--- src/sv/nmea_sentence_framer_unit_macros.svh ---
// assertion macros for the nmea sentence framer
// no dependencies; expects clk and rst_n in the including scope
`ifndef NMEA_SENTENCE_FRAMER_UNIT_MACROS_SVH
`define NMEA_SENTENCE_FRAMER_UNIT_MACROS_SVH

// same-cycle implication, idle under reset
`define NSF_ASSERT_IMPL(label, ante, cons) \
    label: assert property (@(posedge clk) disable iff (!rst_n) (ante) |-> (cons)) \
        else $error("nsf same-cycle check failed");

// next-cycle implication, idle under reset
`define NSF_ASSERT_NEXT(label, ante, cons) \
    label: assert property (@(posedge clk) disable iff (!rst_n) (ante) |=> (cons)) \
        else $error("nsf next-cycle check failed");

`endif

--- src/sv/nsf_pkg.sv ---
// constants, types and helpers for the nmea sentence framer
// no dependencies
`default_nettype none
package nsf_pkg;

    localparam int unsigned BYTE_W      = 8;
    localparam int unsigned HEX_W       = 5;

    localparam logic [BYTE_W-1:0] SYM_DOLLAR  = 8'h24;
    localparam logic [BYTE_W-1:0] SYM_STAR    = 8'h2A;
    localparam logic [BYTE_W-1:0] LIMIT_SLACK = 8'd6;
    localparam logic [BYTE_W-1:0] LIMIT_RESET = 8'd88;
    localparam logic [BYTE_W-1:0] COUNT_MAX   = 8'd255;

    typedef struct packed {
        logic [BYTE_W-1:0] byte_value;
        logic              sentence_start;
        logic              in_sentence;
        logic              sentence_end;
        logic              checksum_ok;
        logic              dropped;
        logic [BYTE_W-1:0] computed_xor;
    } nsf_res_t;

    // hex digit value in the low nibble, bit 4 set when not a hex digit
    function automatic logic [HEX_W-1:0] hex_value(input logic [BYTE_W-1:0] c);
        logic [HEX_W-1:0] v;
        begin
            if (c >= 8'h30 && c <= 8'h39)
            begin
                v = HEX_W'(c - 8'h30);
            end
            else if (c >= 8'h41 && c <= 8'h46)
            begin
                v = HEX_W'(c - 8'h37);
            end
            else if (c >= 8'h61 && c <= 8'h66)
            begin
                v = HEX_W'(c - 8'h57);
            end
            else
            begin
                v = 5'h10;
            end
            return v;
        end
    endfunction

endpackage
`default_nettype wire

--- src/sv/nsf_ifs.sv ---
// channel interfaces of the nmea sentence framer
// depends on nsf_pkg
`default_nettype none
interface nsf_rx_if;
    import nsf_pkg::*;
    logic              valid;
    logic              ready;
    logic [BYTE_W-1:0] rx_byte;
    modport source (output valid, output rx_byte, input ready);
    modport sink (input valid, input rx_byte, output ready);
endinterface

interface nsf_res_if;
    import nsf_pkg::*;
    logic              valid;
    logic              ready;
    logic [BYTE_W-1:0] byte_value;
    logic              sentence_start;
    logic              in_sentence;
    logic              sentence_end;
    logic              checksum_ok;
    logic              dropped;
    logic [BYTE_W-1:0] computed_xor;
    modport source (output valid, output byte_value, output sentence_start,
                    output in_sentence, output sentence_end, output checksum_ok,
                    output dropped, output computed_xor, input ready);
    modport sink (input valid, input byte_value, input sentence_start,
                  input in_sentence, input sentence_end, input checksum_ok,
                  input dropped, input computed_xor, output ready);
endinterface

interface nsf_cfg_if;
    import nsf_pkg::*;
    logic              valid;
    logic              ready;
    logic [BYTE_W-1:0] length_limit;
    modport source (output valid, output length_limit, input ready);
    modport sink (input valid, input length_limit, output ready);
endinterface
`default_nettype wire

--- src/sv/nmea_sentence_framer_unit.sv ---
// nmea sentence framer: frames '$' ... '*hh' sentences from a byte stream
// depends on nsf_pkg, nsf_ifs and nmea_sentence_framer_unit_macros.svh
//
// channel | dir | payload                                     | transaction
// --------+-----+---------------------------------------------+------------------
// rx      | in  | rx_byte                                     | valid & ready
// result  | out | byte_value, flags, computed_xor             | valid & ready
// cfg     | in  | length_limit (always ready)                 | valid & ready
//
// one byte per cycle sustained while result.ready stays high; a byte enters
// the input register at its transaction and moves on to the result register
// once that register is free or being taken, and its result is taken there
// the framing state is updated as a byte moves from input to result register
// rx stays ready while the input register is empty, or the result register
// is empty or being taken
// rst_n clears state to seek start and length_limit to 88
`default_nettype none
`include "nmea_sentence_framer_unit_macros.svh"
module nmea_sentence_framer_unit (
    input  wire        clk,
    input  wire        rst_n,
    nsf_rx_if.sink     rx,
    nsf_res_if.source  result,
    nsf_cfg_if.sink    cfg
);
    import nsf_pkg::*;

    typedef enum logic [1:0] {
        ST_SEEK = 2'd0,
        ST_BODY = 2'd1,
        ST_CS1  = 2'd2,
        ST_CS2  = 2'd3
    } state_t;

    // framing state
    state_t             state_reg, state_next;
    logic [BYTE_W-1:0]  count_reg, count_next;
    logic [BYTE_W-1:0]  xor_reg, xor_next;
    logic [HEX_W-1:0]   hi_reg, hi_next;
    logic [BYTE_W-1:0]  limit_reg;

    // input register
    logic               in_valid_reg;
    logic [BYTE_W-1:0]  in_byte_reg;

    // result register
    logic               out_valid_reg;
    nsf_res_t           res_reg, res_next;

    logic               advance;
    logic               step;
    logic               take_in;
    logic [BYTE_W-1:0]  count_inc;
    logic [HEX_W-1:0]   lo_val;
    logic [BYTE_W:0]    drop_bound;

    // result register free, or emptied this cycle
    assign advance = !out_valid_reg || result.ready;
    // a byte moves into the result register and updates the state
    assign step    = advance && in_valid_reg;
    assign rx.ready = !in_valid_reg || advance;
    assign take_in  = rx.valid && rx.ready;
    assign cfg.ready = 1'b1;

    assign lo_val     = hex_value(in_byte_reg);
    assign count_inc  = (count_reg == COUNT_MAX) ? count_reg : count_reg + 8'd1;
    assign drop_bound = {1'b0, limit_reg} + {1'b0, LIMIT_SLACK};

    always_comb
    begin
        state_next = state_reg;
        count_next = count_reg;
        xor_next   = xor_reg;
        hi_next    = hi_reg;
        res_next   = '0;
        res_next.byte_value = in_byte_reg;

        if (in_byte_reg == SYM_DOLLAR)
        begin
            // a dollar always restarts the candidate
            res_next.sentence_start = 1'b1;
            res_next.in_sentence    = 1'b1;
            state_next = ST_BODY;
            count_next = 8'd1;
            xor_next   = '0;
            hi_next    = '0;
        end
        else if (state_reg != ST_SEEK)
        begin
            res_next.in_sentence = 1'b1;
            if (state_reg == ST_CS2)
            begin
                // second checksum character closes the sentence, never dropped
                res_next.sentence_end = 1'b1;
                res_next.computed_xor = xor_reg;
                res_next.checksum_ok  = !hi_reg[HEX_W-1] && !lo_val[HEX_W-1] &&
                                        ({hi_reg[3:0], lo_val[3:0]} == xor_reg);
                state_next = ST_SEEK;
                count_next = '0;
                xor_next   = '0;
                hi_next    = '0;
            end
            else
            begin
                case (state_reg)
                    ST_BODY:
                    begin
                        if (in_byte_reg == SYM_STAR)
                        begin
                            state_next = ST_CS1;
                        end
                        else
                        begin
                            xor_next = xor_reg ^ in_byte_reg;
                        end
                    end
                    ST_CS1:
                    begin
                        hi_next    = lo_val;
                        state_next = ST_CS2;
                    end
                    default:
                    begin
                        state_next = state_reg;
                    end
                endcase
                res_next.computed_xor = xor_next;
                count_next = count_inc;
                // length overrun abandons the candidate
                if ({1'b0, count_inc} > drop_bound)
                begin
                    res_next.dropped = 1'b1;
                    state_next = ST_SEEK;
                    count_next = '0;
                    xor_next   = '0;
                    hi_next    = '0;
                end
            end
        end
    end

    always_ff @(posedge clk or negedge rst_n)
    begin
        if (!rst_n)
        begin
            state_reg     <= ST_SEEK;
            count_reg     <= '0;
            xor_reg       <= '0;
            hi_reg        <= '0;
            limit_reg     <= LIMIT_RESET;
            in_valid_reg  <= 1'b0;
            in_byte_reg   <= '0;
            out_valid_reg <= 1'b0;
            res_reg       <= '0;
        end
        else
        begin
            if (cfg.valid)
            begin
                limit_reg <= cfg.length_limit;
            end
            if (rx.ready)
            begin
                in_valid_reg <= rx.valid;
            end
            if (take_in)
            begin
                in_byte_reg <= rx.rx_byte;
            end
            if (advance)
            begin
                out_valid_reg <= in_valid_reg;
            end
            if (step)
            begin
                res_reg   <= res_next;
                state_reg <= state_next;
                count_reg <= count_next;
                xor_reg   <= xor_next;
                hi_reg    <= hi_next;
            end
        end
    end

    assign result.valid          = out_valid_reg;
    assign result.byte_value     = res_reg.byte_value;
    assign result.sentence_start = res_reg.sentence_start;
    assign result.in_sentence    = res_reg.in_sentence;
    assign result.sentence_end   = res_reg.sentence_end;
    assign result.checksum_ok    = res_reg.checksum_ok;
    assign result.dropped        = res_reg.dropped;
    assign result.computed_xor   = res_reg.computed_xor;

    // a pass can only be reported on the closing character
    `NSF_ASSERT_IMPL(a_ok_at_end, out_valid_reg && res_reg.checksum_ok, res_reg.sentence_end && res_reg.in_sentence)
    // drop and end are exclusive, and both belong to a sentence
    `NSF_ASSERT_IMPL(a_drop_not_end, out_valid_reg && res_reg.dropped, res_reg.in_sentence && !res_reg.sentence_end && !res_reg.sentence_start)
    // bytes outside a sentence carry no flags and no xor
    `NSF_ASSERT_IMPL(a_outside_clean, out_valid_reg && !res_reg.in_sentence, res_reg.computed_xor == 8'd0 && !res_reg.sentence_end && !res_reg.dropped)
    // seek start always holds cleared accumulators
    `NSF_ASSERT_IMPL(a_seek_clear, state_reg == ST_SEEK, count_reg == 8'd0 && xor_reg == 8'd0 && hi_reg == 5'd0)
    // a dropped or ended sentence leaves the framer in seek start
    `NSF_ASSERT_NEXT(a_end_to_seek, step && (res_next.dropped || res_next.sentence_end), state_reg == ST_SEEK)

endmodule
`default_nettype wire

--- src/flat_wrapper.sv ---
// flat-port wrapper written by rule: the top's interface ports become plain ports
module nmea_sentence_framer_unit_flat import nsf_pkg::*;
  (clk, rst_n, rx_valid, rx_rx_byte, rx_ready, result_valid, result_byte_value, result_sentence_start, result_in_sentence, result_sentence_end, result_checksum_ok, result_dropped, result_computed_xor, result_ready, cfg_valid, cfg_length_limit, cfg_ready);
  nsf_rx_if rx_i ();
  nsf_res_if result_i ();
  nsf_cfg_if cfg_i ();
  input  wire clk;
  input  wire rst_n;
  input wire logic [$bits(rx_i.valid)-1:0] rx_valid;
  input wire logic [$bits(rx_i.rx_byte)-1:0] rx_rx_byte;
  output wire logic [$bits(rx_i.ready)-1:0] rx_ready;
  output wire logic [$bits(result_i.valid)-1:0] result_valid;
  output wire logic [$bits(result_i.byte_value)-1:0] result_byte_value;
  output wire logic [$bits(result_i.sentence_start)-1:0] result_sentence_start;
  output wire logic [$bits(result_i.in_sentence)-1:0] result_in_sentence;
  output wire logic [$bits(result_i.sentence_end)-1:0] result_sentence_end;
  output wire logic [$bits(result_i.checksum_ok)-1:0] result_checksum_ok;
  output wire logic [$bits(result_i.dropped)-1:0] result_dropped;
  output wire logic [$bits(result_i.computed_xor)-1:0] result_computed_xor;
  input wire logic [$bits(result_i.ready)-1:0] result_ready;
  input wire logic [$bits(cfg_i.valid)-1:0] cfg_valid;
  input wire logic [$bits(cfg_i.length_limit)-1:0] cfg_length_limit;
  output wire logic [$bits(cfg_i.ready)-1:0] cfg_ready;
  assign rx_i.valid = rx_valid;
  assign rx_i.rx_byte = rx_rx_byte;
  assign rx_ready = rx_i.ready;
  assign result_valid = result_i.valid;
  assign result_byte_value = result_i.byte_value;
  assign result_sentence_start = result_i.sentence_start;
  assign result_in_sentence = result_i.in_sentence;
  assign result_sentence_end = result_i.sentence_end;
  assign result_checksum_ok = result_i.checksum_ok;
  assign result_dropped = result_i.dropped;
  assign result_computed_xor = result_i.computed_xor;
  assign result_i.ready = result_ready;
  assign cfg_i.valid = cfg_valid;
  assign cfg_i.length_limit = cfg_length_limit;
  assign cfg_ready = cfg_i.ready;
  nmea_sentence_framer_unit u_core (.clk(clk), .rst_n(rst_n), .rx(rx_i), .result(result_i), .cfg(cfg_i));
endmodule
--- config.mk ---
export PLATFORM = sky130hd
export DESIGN_NAME = nmea_sentence_framer_unit_flat
export DESIGN_NICKNAME = d
export VERILOG_FILES = /design/src/sv/nsf_pkg.sv /design/src/sv/nsf_ifs.sv /design/src/sv/nmea_sentence_framer_unit.sv /design/src/flat_wrapper.sv
export VERILOG_INCLUDE_DIRS = /design/src /design/src/sv
export SDC_FILE = /design/constraint.sdc
export NUM_CORES = 1
export LEC_CHECK = 0
export BUFFER_PORTS_ARGS = -buffer_cell sky130_fd_sc_hd__buf_2
export CORE_ASPECT_RATIO = 1.75
export CORE_UTILIZATION = 55
export DETAILED_ROUTE_END_ITERATION = 7
export GPL_ROUTABILITY_DRIVEN = 0
export PLACE_DENSITY = 0.85
export SYNTH_ARGS = -nofsm -noshare
export SYNTH_HDL_FRONTEND = slang
export SYNTH_SLANG_ARGS = --single-unit
--- constraint.sdc ---
create_clock -name clk -period 3.85 [get_ports clk]
set_input_delay 0.1925 -clock clk [delete_from_list [all_inputs] [get_ports clk]]
set_output_delay 0.1925 -clock clk [all_outputs]
set_load 0.01 [all_outputs]
==> results of run 1 <==
==> worst max-delay path by stage <==
stage / startpoint / end / slack [ps]
2_1_floorplan: u_core.count_reg[4]$_DFFE_PN0P_ / u_core.hi_reg[0]$_DFFE_PN0P_ / 810
3_3_place_gp: u_core.count_reg[5]$_DFFE_PN0P_ / u_core.count_reg[1]$_DFFE_PN0P_ / 590
3_5_place_dp: u_core.count_reg[4]$_DFFE_PN0P_ / u_core.count_reg[1]$_DFFE_PN0P_ / 430
4_1_cts: u_core.count_reg[4]$_DFFE_PN0P_ / u_core.xor_reg[5]$_DFFE_PN0P_ / 420
5_1_grt: u_core.count_reg[3]$_DFFE_PN0P_ / u_core.hi_reg[4]$_DFFE_PN0P_ / 130
6_report: u_core.count_reg[4]$_DFFE_PN0P_ / u_core.xor_reg[5]$_DFFE_PN0P_ / 360
==> cells in the mapped netlist, drive strengths merged (2+ instances only) <==
| cell | number | area [µm²] |
|---|---|---|
| a21oi | 15 | 86.3 |
| nor2b | 9 | 56.3 |
| a2111oi | 2 | 42.5 |
| nand2 | 64 | 240 |
| dfstp | 3 | 78.8 |
| nor2 | 29 | 111 |
| clkbuf | 10 | 37.5 |
| nand4 | 4 | 25.0 |
| a32o | 3 | 30.0 |
| buf | 6 | 32.5 |
| a21o | 8 | 60.1 |
| and3 | 3 | 18.8 |
| o31ai | 2 | 20.0 |
| a221o | 4 | 40.0 |
| xnor2 | 10 | 87.6 |
| and4 | 2 | 17.5 |
| nand3 | 7 | 35.0 |
| dfrtp | 59 | 1480 |
| a21boi | 2 | 15.0 |
| a211oi | 2 | 20.0 |
| ha | 14 | 175 |
| a22o | 8 | 70.1 |
| o21ai | 31 | 155 |
| nor3 | 5 | 25.0 |
| xor2 | 10 | 87.6 |
| and2 | 3 | 18.8 |
| inv | 11 | 41.3 |
| mux2 | 16 | 180 |
| nand2b | 9 | 56.3 |
| o22ai | 4 | 25.0 |
==> cells by family after synthesis <==
family	Yosys count	share of synthesized area (%)
muxes	16	5.04
adders and majority gates	14	4.90
xor gates and xnor gates	20	4.90
buffers and inverters	27	3.12
other	1	0.105
DFF	62	43.5
and+or+nand+nor	145	19.8
AOI/OAI and AO/OA	93	18.6
==> layout make-up <==
| type | count | area, µm² |
|---|---|---|
| flip-flops and latches | 62 | 1560 |
| repair buffers | 48 | 253 |
| multi-input cells | 289 | 1910 |
| fillers | 533 | 2170 |
| clock inverters | 3 | 42.5 |
| well taps | 80 | 100 |
| clock buffers | 13 | 159 |
| inverters | 11 | 41.3 |
==> metal layers <==
layer / track usage, % / part of all wire, % / vias up
met5: 0 / 0 / -
met1: 28.5 / 37 / 1442
li1: - / - / 1422
met4: 18.9 / 4.8 / 0
met2: 50.1 / 54 / 125
met3: 5.33 / 4.4 / 31
==> through the flow <==
stage | utilization, % | area [µm²]
2_1_floorplan | - | 3570
3_3_place_gp | 61.9 | 3860
3_5_place_dp | 61.9 | 3860
4_1_cts | 65.2 | 4060
5_1_grt | 65.2 | 4060
6_report | 65.2 | 4060
==> where the power goes <==
part	switching (mW)	internal, mW
clock	0.265	0.334
sequential	0.198	0.820
combinational	0.492	0.383
total	0.955	1.54
==> worst max-delay path: stages (launching register included) <==
cell	delay, ps
dfrtp_1	430
and4_1	240
and2_1	190
a21boi_0	390
and3_1	280
xor2_1	90
ha_1	200
a21o_1	160
a21o_1	190
a2111oi_2	420
o21ai_1	240
nor2_2	370
a221o_1	220
==> impl_metrics.csv, run 1 <==
group,metric,value,unit
synth,synth_cell_types,60,
finish,final_layout_size_suffix_gt1_share,21.6,%
critical_path,crit_path_end_kind,"register",
timing,relSlewSlack,47.9,%
synth,yosysSeqAreaShare,43.5,%
synth,avgSynthCellArea,9.46,µm²
finish,final_cells,506,
timing,fin_crit,3490,ps
power_and_ir_drop,p_leak,1.93,nW
placement,io_buffers,43,
synth,ys_async_sr_fraction,100,%
clocking,clock_latency,360,ps
timing,worst_pin_slew,782,ps
timing,hold_violations,17,
synth,ys_warn_count,0,
finish,area_growth,13.5,%
grt,grtUsageTotal,27.7,%
synth,ys_ff_latch,62,
route,vias,3020,
floorplan,core,6230,µm²
grt,antenna_found_initial,0,
grt,grt_pass1_vias,3021,
outcome,violations,"hold timing",
critical_path,cp_max_fo,9,
placement,dp.cells,490,
route,wl_per_cell,17.1,µm
job,drv_cap,0,
synth,synth_area,3570,µm²
route,first_pass_iters,8,
critical_path,arrival,3780,ps
placement,dp_hpwl,6360,µm
critical_path,cp-start-kind,"register",
outcome,outcome,"finished, violations left",
clocking,cts_resized,0,
finish,mostFrequentLayoutCells,"64 x nand2_1, 59 x dfrtp_1, 43 x buf_2",
clocking,h-tree-depth,3,
grt,grt-ovfl-total,0,
critical_path,r2r-end,"u_core.xor_reg[5]$_DFFE_PN0P_",
timing,worst_hold_slack,-15.8,ps
power_and_ir_drop,ir_drop,0.318,mV
floorplan,io_pins,45,
timing,setup_ws,362,ps
critical_path,cp.required,4140,ps
clocking,cts.sink_count,62,
synth,synthFlopType,"dfrtp_1",
route,drt_iter0_drc,256,
power_and_ir_drop,power.density,614,nW/µm²
clocking,cts_hold_buf,0,
route,drc,0,
clocking,clockBufferDepth,2,
floorplan,die_w,62.9,µm
critical_path,regToRegSetupSlack,360,ps
grt,grt_pass1_wl,14200,µm
timing,max_freq,0.287,GHz
floorplan,die_h,109,µm
timing,report.final.slew_viol_count,0,
critical_path,rr_worst_depth,12,
synth,synth_edf_count,0,
floorplan,rows,38,
clocking,root_buffer,"clkbuf_8",
floorplan,initial_core_util,57.4,%
critical_path,r2r-start,"u_core.count_reg[4]$_DFFE_PN0P_",
clocking,cts_tree,"yes",
timing,rsz0062_at_grt,"no",
worst_hold_path,hold_path.class,"primary input to async pin",
timing,finalCritPeriodShare,90.6,%
route,totalWireLength,8630,µm
grt,grt_max_degree,63,
timing,clock_skew,10.9,ps
finish,fin_nets,456,
timing,fin_tns_setup,0,ps
finish,final_common_cell,"nand2_1",
synth,synthesis.nets,413,
finish,antenna_cells,0,
clocking,cts_setup_buffers,0,
timing,setup_viol,0,
route,avgViaCountPerCell,5.97,
clocking,clk_pin_slew,80,ps
clocking,cts-buffers-inserted,9,
synth,syn_inst,378,
route,ant_nets,0,
critical_path,critPathKind,"register to register",
placement,dp_worst_setup_slack,434,ps
floorplan,die-area,6840,µm²
power_and_ir_drop,power,2.49,mW
(Power assumes the default switching activity.)
==> run 2, diff against run 1 <==
--- a/config.mk
+++ b/config.mk
@@ -6,12 +6,14 @@
 export SDC_FILE = /design/constraint.sdc
 export NUM_CORES = 1
 export LEC_CHECK = 0
-export BUFFER_PORTS_ARGS = -buffer_cell sky130_fd_sc_hd__buf_2
+export CELL_PAD_IN_SITES_DETAIL_PLACEMENT = 0
+export CELL_PAD_IN_SITES_GLOBAL_PLACEMENT = 1
 export CORE_ASPECT_RATIO = 1.75
-export CORE_UTILIZATION = 55
+export CORE_UTILIZATION = 49
 export DETAILED_ROUTE_END_ITERATION = 7
+export DONT_BUFFER_PORTS = 1
 export GPL_ROUTABILITY_DRIVEN = 0
-export PLACE_DENSITY = 0.85
+export PLACE_DENSITY = 0.88
 export SYNTH_ARGS = -nofsm -noshare
 export SYNTH_HDL_FRONTEND = slang
 export SYNTH_SLANG_ARGS = --single-unit
==> run 2 against run 1 <==
The flow now finishes without violations. Die area grew 12%. Utilization is 7.1 points lower. Clock power increased by 47%. Clock-buffer cell count shrank 2. Combinational power fell by 14%. Routed wire length increased by 1.3%.
==> impl_metrics.csv, run 2 (synthesized netlist as in run 1, its figures left out) <==
group,metric,value,unit
clocking,cts.sink_count,62,
placement,dp_worst_setup_slack,368,ps
critical_path,arrival,3800,ps
floorplan,core,6960,µm²
power_and_ir_drop,seqPwrFrac,39.4,%
critical_path,crit_chain,"and4_1 > and2_1 > a21boi_0 > and3_1 > xor2_1 > ha_1 > a21o_1 > a21o_1 > a2111oi_2 > o21ai_1 > nor2_2 > a22o_1",
grt,grt-ovfl-total,0,
floorplan,io_pins,45,
grt,grt_pass1_vias,2978,
grt,antenna_found_initial,0,
power_and_ir_drop,power_frac_comb,28.0,%
power_and_ir_drop,pwr-share-clk,32.6,%
finish,mostFrequentLayoutCells,"64 x nand2_1, 59 x dfrtp_1, 28 x nor2_1",
critical_path,cp_max_fo,9,
job,drv_cap,0,
grt,grt_pass1_wl,14500,µm
power_and_ir_drop,power,2.70,mW
clocking,clockBufferDepth,2,
clocking,cts_resized,0,
clocking,h-tree-depth,3,
clocking,clk_pin_slew,50,ps
critical_path,crit_path_end_kind,"register",
worst_hold_path,min_from,"rx_rx_byte[7]",
route,avgViaCountPerCell,5.94,
timing,worst_pin_slew,651,ps
route,drc,0,
route,ant_nets,0,
route,drt_iter0_drc,223,
grt,grt_max_degree,63,
timing,fin_tns_setup,0,ps
floorplan,die_h,115,µm
timing,worst_hold_slack,9.79,ps
critical_path,cp_slowest_cell,"dfrtp_1",
finish,fin_nets,418,
timing,clock_skew,5.54,ps
route,wl_per_cell,18.6,µm
power_and_ir_drop,p_leak,1.84,nW
finish,final_common_cell,"nand2_1",
grt,grtUsageTotal,25.8,%
finish,final_layout_size_suffix_gt1_share,12.9,%
placement,dp_hpwl,6330,µm
timing,setup_viol,0,
worst_hold_path,hold_path.class,"primary input to register",
critical_path,cp.required,4110,ps
critical_path,critPathKind,"register to register",
timing,report.final.slew_viol_count,0,
timing,finalCritPeriodShare,91.8,%
critical_path,r2r-start,"u_core.count_reg[4]$_DFFE_PN0P_",
placement,io_buffers,0,
timing,fin_crit,3540,ps
timing,hold_violations,0,
floorplan,initial_core_util,51.4,%
clocking,root_buffer,"clkbuf_16",
critical_path,crit_top_cell,"a21o_1",
clocking,cts-buffers-inserted,9,
floorplan,rows,40,
power_and_ir_drop,power.density,668,nW/µm²
route,totalWireLength,8750,µm
critical_path,startpoint,"u_core.count_reg[4]$_DFFE_PN0P_",
route,vias,2798,
timing,rsz0062_at_grt,"no",
timing,relSlewSlack,56.0,%
route,first_pass_iters,4,
floorplan,die-area,7650,µm²
clocking,cts_tree,"yes",
power_and_ir_drop,ir_drop,0.353,mV
outcome,outcome,"finished clean",
power_and_ir_drop,internal_power,1.75,mW
finish,antenna_cells,0,
power_and_ir_drop,power_switching,0.946,mW
floorplan,die_w,66.6,µm
critical_path,cp-start-kind,"register",
timing,setup_ws,315,ps
finish,area_growth,13.0,%
timing,max_freq,0.283,GHz
critical_path,critical_path.max_stage_delay,420,ps
clocking,clock_latency,330,ps
power_and_ir_drop,p_sw_share,35.0,%
-- run 2: cell count changes in the layout (fill, tap and decap cells not counted) --
cell           delta
dlygate4sd3_1     +5
buf_2            -43
buf_4             -1
buf_16            +1
clkbuf_16         +9
clkbuf_8          -9
bufinv_16         +1
clkinv_2          +1
clkinvlp_4        -1
clkbuf_1          -2
-- run 2: per-layer routing --
layer  global-route usage, %  up-vias  part of all wire (%)
met2                    47.4       83                    56
met5                       0        -                     0
met1                    26.0     1339                    36
met4                    14.0        0                   4.1
li1                        -     1348                     -
met3                    5.46       28                   3.5
-- run 2: critical path: cells and delay by family, from the launching register on --
kind / cells / cell delay (ps)
simple gates: 4 / 1100
fa+ha+maj: 1 / 200
xor+xnor: 1 / 100
flops: 1 / 420
compound gates: 6 / 1650
-- run 2: worst paths after layout --
check	slack (ps)	end	cells after the start
worst max-delay path	310	u_core.count_reg[5]$_DFFE_PN0P_	12
max in group asynchronous	3140	u_core.limit_reg[6]$_DFFE_PN1P_	2
min in group asynchronous	410	u_core.result.byte_value[2]$_DFFE_PN0P_	2
worst min-delay path	10	u_core.in_byte_reg[7]$_DFFE_PN0P_	1
worst min register to register	500	u_core.hi_reg[2]$_DFFE_PN0P_	1
worst max register to register	310	u_core.count_reg[5]$_DFFE_PN0P_	12
-- run 2: area by class of cell --
type | count | area (µm²)
Clock buffer | 11 | 253
Inverter | 11 | 41.3
Tap cell | 84 | 105
Sequential cell | 62 | 1560
Timing Repair Buffer | 10 | 108
Clock inverter | 4 | 70.1
Multi-Input combinational cell | 289 | 1910
Fill cell | 607 | 2920
-- run 2: power groups by stage --
stage          clock network, mW  logic (mW)  registers [mW]
2_1_floorplan                  0       0.617           0.980
3_3_place_gp                   0       0.720            1.07
3_5_place_dp                   0       0.732            1.07
4_1_cts                    0.894       0.760            1.06
5_1_grt                    0.918       0.852            1.09
6_report                   0.879       0.756            1.06
-- run 2: what timing repair did --
item / 4_1_cts / 5_1_grt
endpoints found under the hold margin: 65 / 0
hold buffers: 6 / 0
setup buffers: 0 / 0
-- run 2: through the flow --
| stage | utilization [%] | area (µm²) | std cells |
|---|---|---|---|
| finish | 58.1 | 4040 | 471 |
| floorplan | - | 3570 | 378 |
| global placement | 52.3 | 3640 | 450 |
| detailed placement | 52.3 | 3640 | 450 |
| global route | 58.1 | 4040 | 471 |
| CTS | 58.1 | 4040 | 471 |
==> run 3, diff against run 2 <==
--- a/config.mk
+++ b/config.mk
@@ -9,6 +9,7 @@
 export CELL_PAD_IN_SITES_DETAIL_PLACEMENT = 0
 export CELL_PAD_IN_SITES_GLOBAL_PLACEMENT = 1
 export CORE_ASPECT_RATIO = 1.75
+export CORE_MARGIN = 3
 export CORE_UTILIZATION = 49
 export DETAILED_ROUTE_END_ITERATION = 7
 export DONT_BUFFER_PORTS = 1
==> run 3 against run 2 <==
Clock skew decreased by 1.2 ps. Routed wire length grew 0.50%. Fmax down 1.6%. Critical endpoint is now u_core.xor_reg[5]$_DFFE_PN0P_. Highest routed layer unchanged.
==> impl_metrics.csv, run 3 (synthesized netlist as in run 1, its figures left out) <==
group,metric,value,unit
outcome,outcome,"finished clean",
route,drc,0,
grt,grtUsageMet2,39.0,%
worst_hold_path,hold_path.class,"primary input to register",
floorplan,die_w,70.6,µm
grt,grt-ovfl-total,0,
finish,final_layout_size_suffix_gt1_share,12.8,%
finish,fillers,633,
critical_path,cp-start-kind,"register",
route,avgViaCountPerCell,6.06,
finish,fin_area,4110,µm²
timing,hold_violations,0,
power_and_ir_drop,ir_drop,0.358,mV
clocking,root_buffer,"clkbuf_16",
critical_path,arrival,3810,ps
finish,area_growth,15.1,%
route,wl_per_cell,18.3,µm
grt,busiest_layer,"met2",
timing,finalCritPeriodShare,93.3,%
clocking,cts_tree,"yes",
timing,rsz0062_at_grt,"no",
critical_path,cp.required,4070,ps
timing,fin_tns_setup,0,ps
clocking,cts-buffers-inserted,9,
finish,mostFrequentLayoutCells,"64 x nand2_1, 59 x dfrtp_1, 28 x nor2_1",
placement,place_area,3640,µm²
power_and_ir_drop,power,2.65,mW
power_and_ir_drop,p_leak,1.85,nW
timing,setup_viol,0,
route,ant_nets,0,
floorplan,core,6960,µm²
power_and_ir_drop,power.density,644,nW/µm²
floorplan,io_pins,45,
critical_path,crit_path_end_kind,"register",
grt,grtUsageTotal,22.5,%
timing,relSlewSlack,53.5,%
timing,report.final.slew_viol_count,0,
critical_path,critPathKind,"register to register",
floorplan,die-area,8400,µm²
grt,grtUsageMet3,6.25,%
floorplan,initial_core_util,51.4,%
timing,clock_skew,4.31,ps
route,vias,2915,
clocking,clock_latency,340,ps
floorplan,die_h,119,µm
grt,grt_pass1_wl,14500,µm
grt,grt.met1_usage,22.0,%
placement,dp_hpwl,6350,µm
finish,fin_nets,427,
finish,final_core_util,59.1,%
timing,worst_pin_slew,693,ps
placement,io_buffers,0,
timing,fin_crit,3590,ps
finish,antenna_cells,0,
finish,final_cells,481,
grt,grt_pass1_vias,3000,
grt,antenna_found_initial,0,
finish,final_common_cell,"nand2_1",
grt,grt_max_degree,63,
clocking,clk_pin_slew,60,ps
route,drt_iter0_drc,227,
clocking,clockBufferDepth,2,
route,first_pass_iters,4,
clocking,cts.sink_count,62,
timing,max_freq,0.278,GHz
route,totalWireLength,8790,µm
floorplan,rows,40,
placement,dp.cells,450,
clocking,h-tree-depth,3,
job,drv_cap,0,
critical_path,cp_max_fo,7,
run 3: cell types whose count changed in the layout (fill, tap and decap cells not counted):
cell,before,now
nor2_2,1,0
nor2_4,0,1
clkinv_2,2,1
bufinv_16,2,1
dlygate4sd3_1,5,14
clkinvlp_4,0,3
clkinv_4,0,2
clkbuf_8,2,0
run 3: area by class of cell:
type                            instances  area (µm²)  area share, %
Sequential cell                        62        1560           37.8
Timing Repair Buffer                   19         198           4.81
Inverter                               11        41.3           1.00
Clock inverter                          7        75.1           1.83
Multi-Input combinational cell        289        1910           46.5
Clock buffer                            9         225           5.48
Tap cell                               84         105           2.56
run 3: what timing repair did:
action | 4_1_cts | 5_1_grt
setup endpoints to repair | 0 | 9
buffers inserted | 0 | 0
hold endpoints to repair | 74 | 0
resized for setup | 0 | 1
hold buffers | 15 | 0
run 3: stage by stage:
stage | hold slack (ps) | setup slack (ps)
floorplan | -103 | 811
global placement | -102 | 448
detailed placement | -102 | 375
CTS | 0.656 | 361
global route | 1.70 | 1.14
finish | 7.95 | 258
run 3: worst max-delay path: stages, from the launching register on:
cell      delay, ps
dfrtp_1         440
and4_1          220
and2_1          180
a21boi_0        360
and3_1          270
xor2_1          190
ha_1            250
nand3_1         100
nor3_1           70
a211o_1         260
o21ai_1         560
buf_4           270
nor2_1           50
a221o_1         250
run 3: where the power goes:
part / switching, mW / total, mW / internal, mW
Clock: 0.309 / 0.810 / 0.501
Combinational: 0.433 / 0.776 / 0.343
Sequential: 0.242 / 1.06 / 0.821
run 3: layer usage:
metal / up-vias / share of wire, %
met4: 0 / 7.3
met5: - / 0
met2: 79 / 54
li1: 1378 / -
met3: 42 / 3.6
met1: 1416 / 35
run 3: path summary, 6_finish.rpt:
kind                       cells after the start                                       to  slack [ps]                       startpoint
max in group asynchronous                      2          u_core.limit_reg[4]$_DFFE_PN1P_        3150                            rst_n
min in group asynchronous                      2  u_core.result.byte_value[1]$_DFFE_PN0P_         390                            rst_n
setup reg to reg                              13            u_core.xor_reg[5]$_DFFE_PN0P_         260  u_core.count_reg[5]$_DFFE_PN0P_
hold reg to reg                                1             u_core.hi_reg[1]$_DFFE_PN0P_         500     u_core.hi_reg[1]$_DFFE_PN0P_
setup / recovery                              13            u_core.xor_reg[5]$_DFFE_PN0P_         260  u_core.count_reg[5]$_DFFE_PN0P_
hold / removal                                 1          u_core.limit_reg[4]$_DFFE_PN1P_           8              cfg_length_limit[4]
